==> src/hdl/radix_integer_text_parser_top_macros.svh <==
// Assertion macros for the radix integer text parser.
// Used by radix_integer_text_parser_top; expects clk and arst_n in scope.
`ifndef RADIX_INTEGER_TEXT_PARSER_TOP_MACROS_SVH
`define RADIX_INTEGER_TEXT_PARSER_TOP_MACROS_SVH

// Same-cycle implication, disabled during reset
`define RTP_ASSERT_NOW(label, ante, cons, msg) \
	label: assert property (@(posedge clk) disable iff (!arst_n) (ante) |-> (cons)) \
		else $error(msg);

// Next-cycle implication, disabled during reset
`define RTP_ASSERT_NEXT(label, ante, cons, msg) \
	label: assert property (@(posedge clk) disable iff (!arst_n) (ante) |=> (cons)) \
		else $error(msg);

`endif

==> src/hdl/rtp_pkg.sv <==
// Shared types, constants and helpers for the radix integer text parser.
// No dependencies; imported by rtp_step and radix_integer_text_parser_top.
package rtp_pkg;

	localparam int unsigned MAX_CHARS_DEF = 4096;
	localparam int unsigned POS_W = 13;
	localparam int unsigned POS_CAP = 8191;
	localparam int unsigned BASE_W = 6;
	localparam logic [BASE_W-1:0] RADIX_RESET = 6'd10;
	localparam logic [BASE_W-1:0] RADIX_AUTO = 6'd0;
	localparam logic [BASE_W-1:0] BASE_OCT = 6'd8;
	localparam logic [BASE_W-1:0] BASE_DEC = 6'd10;
	localparam logic [BASE_W-1:0] BASE_HEX = 6'd16;

	localparam logic [7:0] CH_SPACE = 8'h20;
	localparam logic [7:0] CH_TAB = 8'h09;
	localparam logic [7:0] CH_PLUS = 8'h2B;
	localparam logic [7:0] CH_MINUS = 8'h2D;
	localparam logic [7:0] CH_0 = 8'h30;
	localparam logic [7:0] CH_9 = 8'h39;
	localparam logic [7:0] CH_LA = 8'h61;
	localparam logic [7:0] CH_LZ = 8'h7A;
	localparam logic [7:0] CH_UA = 8'h41;
	localparam logic [7:0] CH_UZ = 8'h5A;
	localparam logic [7:0] CH_LX = 8'h78;
	localparam logic [7:0] CH_UX = 8'h58;
	localparam logic [7:0] NOT_DIGIT = 8'hFF;

	typedef enum logic [2:0] {
		PH_SPACE,
		PH_START,
		PH_ZERO,
		PH_DIGITS,
		PH_DONE
	} rtp_phase_t;

	typedef struct packed {
		logic [7:0] char_code;
		logic       last_char;
	} rtp_in_item_t;

	typedef struct packed {
		logic signed [63:0] parsed_value;
		logic [POS_W-1:0]   stop_index;
	} rtp_out_item_t;

	// Parse state apart from the phase
	typedef struct packed {
		logic              negative_flag;
		logic [63:0]       accumulator;
		logic [BASE_W-1:0] active_base;
		logic [POS_W-1:0]  char_position;
		logic [POS_W-1:0]  stopped_position;
	} rtp_data_t;

	// Digit value 0..35 of a character, NOT_DIGIT otherwise
	function automatic logic [7:0] digit_value(input logic [7:0] c);
		logic [7:0] d;
		if (c >= CH_0 && c <= CH_9) begin
			d = c - CH_0;
		end else if (c >= CH_LA && c <= CH_LZ) begin
			d = c - CH_LA + 8'd10;
		end else if (c >= CH_UA && c <= CH_UZ) begin
			d = c - CH_UA + 8'd10;
		end else begin
			d = NOT_DIGIT;
		end
		return d;
	endfunction

endpackage

==> src/hdl/rtp_step.sv <==
// One parse step: phase transition and datapath update for one character.
// Depends on rtp_pkg; instantiated by radix_integer_text_parser_top.
module rtp_step #(
	parameter int unsigned MAX_CHARS = rtp_pkg::MAX_CHARS_DEF
) (
	input  rtp_pkg::rtp_phase_t         phase,
	input  rtp_pkg::rtp_data_t          data,
	input  logic [7:0]                  char_code,
	input  logic [rtp_pkg::BASE_W-1:0]  radix_mode,
	output rtp_pkg::rtp_phase_t         phase_nxt,
	output rtp_pkg::rtp_data_t          data_nxt,
	output rtp_pkg::rtp_out_item_t      result
);
	import rtp_pkg::*;

	localparam int unsigned POS_LIMIT = (MAX_CHARS < POS_CAP) ? MAX_CHARS : POS_CAP;
	localparam logic [POS_W-1:0] POS_LIMIT_V = POS_W'(POS_LIMIT);

	logic              is_space;
	logic              is_sign;
	logic              is_x;
	logic              start_zero;
	logic [BASE_W-1:0] start_base;
	logic [BASE_W-1:0] dig_base;
	logic [7:0]        dv;
	logic              dig_ok;
	logic [63:0]       mac;
	logic [POS_W-1:0]  pos_inc;

	// Classify the character
	always_comb begin
		is_space   = char_code inside {CH_SPACE, CH_TAB};
		is_sign    = char_code inside {CH_PLUS, CH_MINUS};
		is_x       = char_code inside {CH_LX, CH_UX};
		start_zero = (radix_mode == RADIX_AUTO || radix_mode == BASE_HEX) && char_code == CH_0;
		start_base = (radix_mode == RADIX_AUTO) ? BASE_DEC : radix_mode;
		dv         = digit_value(char_code);
	end

	// Base in effect for a digit taken in this step
	assign dig_base = (phase == PH_SPACE || phase == PH_START) ? start_base : data.active_base;
	assign dig_ok   = (dv != NOT_DIGIT) && (dv < {2'b00, dig_base});
	assign mac      = 64'(data.accumulator * 64'(dig_base)) + 64'(dv);
	assign pos_inc  = (data.char_position < POS_LIMIT_V) ? data.char_position + 1'b1
	                                                      : POS_LIMIT_V;

	// Next phase
	always_comb begin
		case (phase)
			PH_SPACE: begin
				if (is_space) begin
					phase_nxt = PH_SPACE;
				end else if (is_sign) begin
					phase_nxt = PH_START;
				end else if (start_zero) begin
					phase_nxt = PH_ZERO;
				end else begin
					phase_nxt = dig_ok ? PH_DIGITS : PH_DONE;
				end
			end
			PH_START: begin
				if (start_zero) begin
					phase_nxt = PH_ZERO;
				end else begin
					phase_nxt = dig_ok ? PH_DIGITS : PH_DONE;
				end
			end
			PH_ZERO: begin
				phase_nxt = (is_x || dig_ok) ? PH_DIGITS : PH_DONE;
			end
			PH_DIGITS: begin
				phase_nxt = dig_ok ? PH_DIGITS : PH_DONE;
			end
			PH_DONE: begin
				phase_nxt = PH_DONE;
			end
			default: begin
				phase_nxt = PH_SPACE;
			end
		endcase
	end

	// Datapath update
	always_comb begin
		data_nxt = data;
		data_nxt.char_position = pos_inc;
		case (phase)
			PH_SPACE, PH_START: begin
				if (phase == PH_SPACE && is_space) begin
					data_nxt.stopped_position = pos_inc;
				end else if (phase == PH_SPACE && is_sign) begin
					data_nxt.negative_flag    = (char_code == CH_MINUS);
					data_nxt.stopped_position = pos_inc;
				end else if (start_zero) begin
					data_nxt.active_base      = (radix_mode == RADIX_AUTO) ? BASE_OCT : BASE_HEX;
					data_nxt.stopped_position = pos_inc;
				end else begin
					data_nxt.active_base = start_base;
					if (dig_ok) begin
						data_nxt.accumulator      = mac;
						data_nxt.stopped_position = pos_inc;
					end
				end
			end
			PH_ZERO: begin
				if (is_x) begin
					data_nxt.active_base      = BASE_HEX;
					data_nxt.stopped_position = pos_inc;
				end else if (dig_ok) begin
					data_nxt.accumulator      = mac;
					data_nxt.stopped_position = pos_inc;
				end
			end
			PH_DIGITS: begin
				if (dig_ok) begin
					data_nxt.accumulator      = mac;
					data_nxt.stopped_position = pos_inc;
				end
			end
			default: begin
				data_nxt.char_position = pos_inc;
			end
		endcase
	end

	// Result as it would leave on a final character
	assign result.parsed_value = data_nxt.negative_flag ? -$signed(data_nxt.accumulator)
	                                                    : $signed(data_nxt.accumulator);
	assign result.stop_index   = data_nxt.stopped_position;

endmodule

==> src/hdl/radix_integer_text_parser_top.sv <==
// Radix integer text parser: takes one ASCII character per beat and, on the beat marked
// last, returns the signed 64-bit value and the index where scanning stopped (strtol rules:
// leading blanks, optional sign, base 0 detects 0x/0 prefixes, base 16 skips 0x). The block
// takes one character every cycle; a character is registered at acceptance and processed
// from that register by a single step of compares and a 64x6 multiply-add into the
// accumulator, which is the path that sets the clock. The step on the last character
// loads the result into an output register, where it sits while following characters
// keep flowing; input stalls only when a final character meets a held result. The radix
// register (cfg_data, reset 10) is always ready; the user must see that it is written
// between strings, which the block does not enforce. The base is fixed at the first
// character after blanks and sign. Positions saturate at min(MAX_CHARS, 8191).
module radix_integer_text_parser_top #(
	parameter int unsigned MAX_CHARS = rtp_pkg::MAX_CHARS_DEF
) (
	input  logic                          clk,
	input  logic                          arst_n,
	input  logic                          char_valid,
	output logic                          char_ready,
	input  rtp_pkg::rtp_in_item_t         char_item,
	output logic                          res_valid,
	input  logic                          res_ready,
	output rtp_pkg::rtp_out_item_t        res_item,
	input  logic                          cfg_valid,
	output logic                          cfg_ready,
	input  logic [rtp_pkg::BASE_W-1:0]    cfg_data
);
	import rtp_pkg::*;

	localparam rtp_data_t DATA_RESET = '{
		negative_flag:    1'b0,
		accumulator:      64'd0,
		active_base:      '0,
		char_position:    '0,
		stopped_position: '0
	};

	logic              valid_s1;
	rtp_in_item_t      item_s1;
	logic [BASE_W-1:0] radix_q;
	rtp_phase_t        phase_q;
	rtp_data_t         data_q;
	logic              res_valid_q;
	rtp_out_item_t     res_item_q;

	rtp_phase_t        phase_nxt;
	rtp_data_t         data_nxt;
	rtp_out_item_t     step_result;
	logic              res_free;
	logic              adv_s1;

	// Handshake control
	assign res_free   = !res_valid_q || res_ready;
	assign adv_s1     = valid_s1 && (!item_s1.last_char || res_free);
	assign char_ready = !valid_s1 || adv_s1;
	assign cfg_ready  = 1'b1;
	assign res_valid  = res_valid_q;
	assign res_item   = res_item_q;

	// Hold the radix register
	always_ff @(posedge clk or negedge arst_n) begin
		if (!arst_n) begin
			radix_q <= RADIX_RESET;
		end else if (cfg_valid && cfg_ready) begin
			radix_q <= cfg_data;
		end
	end

	// Input stage: capture one character beat
	always_ff @(posedge clk or negedge arst_n) begin
		if (!arst_n) begin
			valid_s1 <= 1'b0;
		end else if (char_ready) begin
			valid_s1 <= char_valid;
		end
	end

	always_ff @(posedge clk) begin
		if (char_valid && char_ready) begin
			item_s1 <= char_item;
		end
	end

	rtp_step #(
		.MAX_CHARS(MAX_CHARS)
	) u_step (
		.phase      (phase_q),
		.data       (data_q),
		.char_code  (item_s1.char_code),
		.radix_mode (radix_q),
		.phase_nxt  (phase_nxt),
		.data_nxt   (data_nxt),
		.result     (step_result)
	);

	// Parse state: advance per character, rearm after the final one
	always_ff @(posedge clk or negedge arst_n) begin
		if (!arst_n) begin
			phase_q <= PH_SPACE;
			data_q  <= DATA_RESET;
		end else if (adv_s1) begin
			if (item_s1.last_char) begin
				phase_q <= PH_SPACE;
				data_q  <= DATA_RESET;
			end else begin
				phase_q <= phase_nxt;
				data_q  <= data_nxt;
			end
		end
	end

	// Result register: load on the final character, drop when taken
	always_ff @(posedge clk or negedge arst_n) begin
		if (!arst_n) begin
			res_valid_q <= 1'b0;
		end else if (adv_s1 && item_s1.last_char) begin
			res_valid_q <= 1'b1;
		end else if (res_ready) begin
			res_valid_q <= 1'b0;
		end
	end

	always_ff @(posedge clk) begin
		if (adv_s1 && item_s1.last_char) begin
			res_item_q <= step_result;
		end
	end

`include "radix_integer_text_parser_top_macros.svh"

	`RTP_ASSERT_NEXT(a_rearm_after_last, adv_s1 && item_s1.last_char,
		res_valid_q && phase_q == PH_SPACE && data_q.char_position == '0,
		"parser did not rearm after final character")
	`RTP_ASSERT_NEXT(a_idle_state_hold, !valid_s1,
		$stable(data_q.char_position) && $stable(phase_q),
		"parse state moved without a character")
	`RTP_ASSERT_NOW(a_backpressure, valid_s1 && item_s1.last_char && !res_free,
		!char_ready && !adv_s1,
		"final character advanced over a held result")
	`RTP_ASSERT_NEXT(a_done_frozen, phase_q == PH_DONE && !(adv_s1 && item_s1.last_char),
		$stable(data_q.accumulator) && phase_q == PH_DONE,
		"accumulator changed after scanning stopped")

endmodule

==> config.mk <==
export PLATFORM = sky130hd
export DESIGN_NAME = radix_integer_text_parser_top
export DESIGN_NICKNAME = d
export VERILOG_FILES = /design/src/hdl/rtp_pkg.sv /design/src/hdl/rtp_step.sv /design/src/hdl/radix_integer_text_parser_top.sv
export VERILOG_INCLUDE_DIRS = /design/src /design/src/hdl
export SDC_FILE = /design/constraint.sdc
export NUM_CORES = 1
export LEC_CHECK = 0
export BUFFER_PORTS_ARGS = -buffer_cell sky130_fd_sc_hd__buf_2
export CORE_ASPECT_RATIO = 1.4
export CORE_MARGIN = 2
export CORE_UTILIZATION = 36
export CTS_CLUSTER_SIZE = 14
export DETAILED_ROUTE_END_ITERATION = 8
export SYNTH_ARGS = -nofsm -noshare
export SYNTH_HDL_FRONTEND = slang
export SYNTH_SLANG_ARGS = --single-unit
==> constraint.sdc <==
create_clock -name clk -period 8.35 [get_ports clk]
set_input_delay 2.505 -clock clk [delete_from_list [all_inputs] [get_ports clk]]
set_output_delay 2.505 -clock clk [all_outputs]
set_load 0.01 [all_outputs]
==> metrics <==
result of the run finished, final reports clean; row count between 100 and 150; Pwr Density 123 mW/mm^2; Setup CP Type reg -> reg; Avg WL per Cell about 23 um; DRC violations left 0; H-tree Lvls 4; Leak 12.1 nW; placed inst area 0.0258 mm^2; Max Clock Skew 0.0137 ns; total placed cells including tap cells 3,573; DR pass1 iterations 5; Startpoint Class register; Crit-path slowest cell or4_1; ys flop type dfrtp_1; die area between 0.06 and 0.07 mm^2; cell area after synthesis 0.0237 mm^2; multi-input logic area approximately 0.017 mm^2; f_max 123 MHz; Setup-failing EPs final 0; max-cap violation count 0; GR met2 Demand/Resource 44.2%; clock latency on the worst-skew pair 0.51 ns; CTS tree yes; Slew HR between 20% and 30%; crit share post-route a little over nine tenths; Internal Power 1.84 mW; CP Max Fanout 27; post-route minimum period ~8.1 ns; most frequent cells in the layout nand2_1, and2_1, fa_1, o21ai_0, a21oi_1; Total GRT Usage 25.4%; Fillers 6,557; Vias 20,749; Initial DRC Count between 1,000 and 1,500; largest net degree at the start of global routing 69; share of cells above drive strength 1 13.7%; Clock transition at path regs 0.09 ns; # nets final around 3,200; core box area 0.0653 mm^2; post-route setup slack 0.228 ns; fin. max-slew vios 0; sw frac 43.6%; worst slack at placement -0.0695 ns; Post-Layout Cell Count 3,610; Syn Inst Count between 2,000 and 3,000; fin util ~41%; vias in the first global route 21,818; initial antenna violation count 1; Storage cell area 0.00529 mm^2; Reg power frac between 30% and 40%; Total Wirelength ~84 mm; die extent in x 221 um; vias per inst around 5.7; CP Capture Type register; Final Hold Violating Endpoints 0; Post-DRT Antenna Nets 0; total gr overflow 0; Warnings, synthesis 0; Setup TNS 0 ns; worst-case vdd ir drop approximately 0.00017 V; met1 Use GR 30.9%; final instance area 0.0267 mm^2; asr flop ratio synth 55.7%; global route hottest layer met2; crit-path max cell delay ~0.58 ns; Post-Syn Nets 3,038; synthesized area per cell 8.99 um^2; post-synthesis sequential area ratio between 20 and 25%; Final HPWL DP 66.6 mm; initial core utilization 36.3%; TritonCTS Buffers 17; Worst Tran Pin Value 1.11 ns; Syn-to-layout area delta 12.6%; Clock Tree Root clkbuf_16; Die Ht 307 um; unique cell type count in the Yosys netlist roughly 110; Yosys reg bits roughly 190; CTS sink cnt 194; GPL Wtd Cong 1.01; commonest non-fill, non-tap cell in the layout nand2_1; CP arrival 8.40 ns; Clk pwr share 28.0%; Gate power share about two fifths; Post-synth EDFFs 86; switching power total 1.42 mW; met3 Use GR 3.35%; Max Root-Sink Buffers 2; I/O Buffers 98; Hold WC Path Type reg -> reg; first-pass GRT wire length 130 mm; I/O pins 100; worst endpoint required time around 8.6 ns
[metrics by stage]
step	total power, mW	hold slack, ns
finish	3.27	0.506
floorplan	1.79	0.467
global route	3.41	0.516
CTS	3.25	0.509
detailed placement	2.33	0.488
global placement	2.31	0.482
[critical path, delay by kind of cell, from the launching register on]
family                     cells  cell delay (ns)
adders and majority gates      5             2.05
buffers and inverters          4             0.65
muxes                          1             0.41
AOI/OAI and AO/OA              7             2.21
DFF                            1             0.39
and+or+nand+nor                8             2.07
xor gates and xnor gates       1             0.06
[repair_timing]
action,4_1_cts,5_1_grt
hold buffers,0,0
setup buffers,0,4
gates resized for setup,2,41
pin swaps,0,7
endpoints found under the setup margin,7,34
[synth_stat cells (all sizes together) (18+ instances only)]
library cell | n | area (um^2)
and2 | 282 | 1760
o41ai | 20 | 220
nor2 | 150 | 582
nand3 | 42 | 220
a31oi | 28 | 181
mux2i | 23 | 230
nand4 | 29 | 181
ha | 143 | 1790
a22o | 38 | 342
o21ai | 196 | 985
a21o | 20 | 150
inv | 151 | 567
nor3 | 43 | 253
buf | 28 | 171
dfrtp | 106 | 2650
o31ai | 18 | 145
edfxtp | 86 | 2580
xor2 | 39 | 342
clkbuf | 122 | 458
a21oi | 163 | 820
xnor2 | 82 | 718
nand2 | 293 | 1100
fa | 242 | 4840
[layer usage]
metal,wire length (um),vias to the layer above
li1,-,9380
met1,33700,10495
met2,42300,722
met3,4310,152
met4,4060,0
met5,0,-
[layout make-up]
type | count | area share [%]
Clock buffer | 18 | 1.69
Sequential cell | 194 | 19.8
Inverter | 151 | 2.13
Tap cell | 847 | 3.97
Timing Repair Buffer | 247 | 6.21
Multi-Input combinational cell | 2138 | 65.5
Antenna cell | 1 | 0.00938
Clock inverter | 14 | 0.666
[sequential cells by signal (all words and copies together) (netlist names)]
register,flops
res_valid,1
phase_q,3
radix_q,6
data_q,97
valid_s1,1
res_item,77
item_s1,9
[logic make-up after synthesis]
family,count (synthesis),synth area share (%)
adders and majority gates,385,28.0
xor gates and xnor gates,121,4.48
muxes,32,1.40
AOI/OAI and AO/OA,641,17.5
other,1,0.0158
DFF,194,22.3
buffers and inverters,301,5.05
and+or+nand+nor,958,21.2
[worst paths after layout]
check,start,to,slack [ns],depth (start not counted)
max in group asynchronous,arst_n,data_q[50],4.84,2
max reg2reg,radix_q[0],res_item[73],0.23,26
max,radix_q[0],res_item[73],0.23,26
min,data_q[4],data_q[4],0.51,1
min reg2reg,data_q[4],data_q[4],0.51,1
min in group asynchronous,arst_n,data_q[12],2.16,1
[power by group through the flow]
stage / clock, mW / combinational [mW] / sequential, mW
floorplan: 0 / 0.687 / 1.10
global placement: 0 / 1.20 / 1.11
detailed placement: 0 / 1.22 / 1.11
CTS: 0.940 / 1.22 / 1.09
global route: 0.968 / 1.35 / 1.10
finish: 0.917 / 1.26 / 1.09
(Power assumes the default switching activity.)
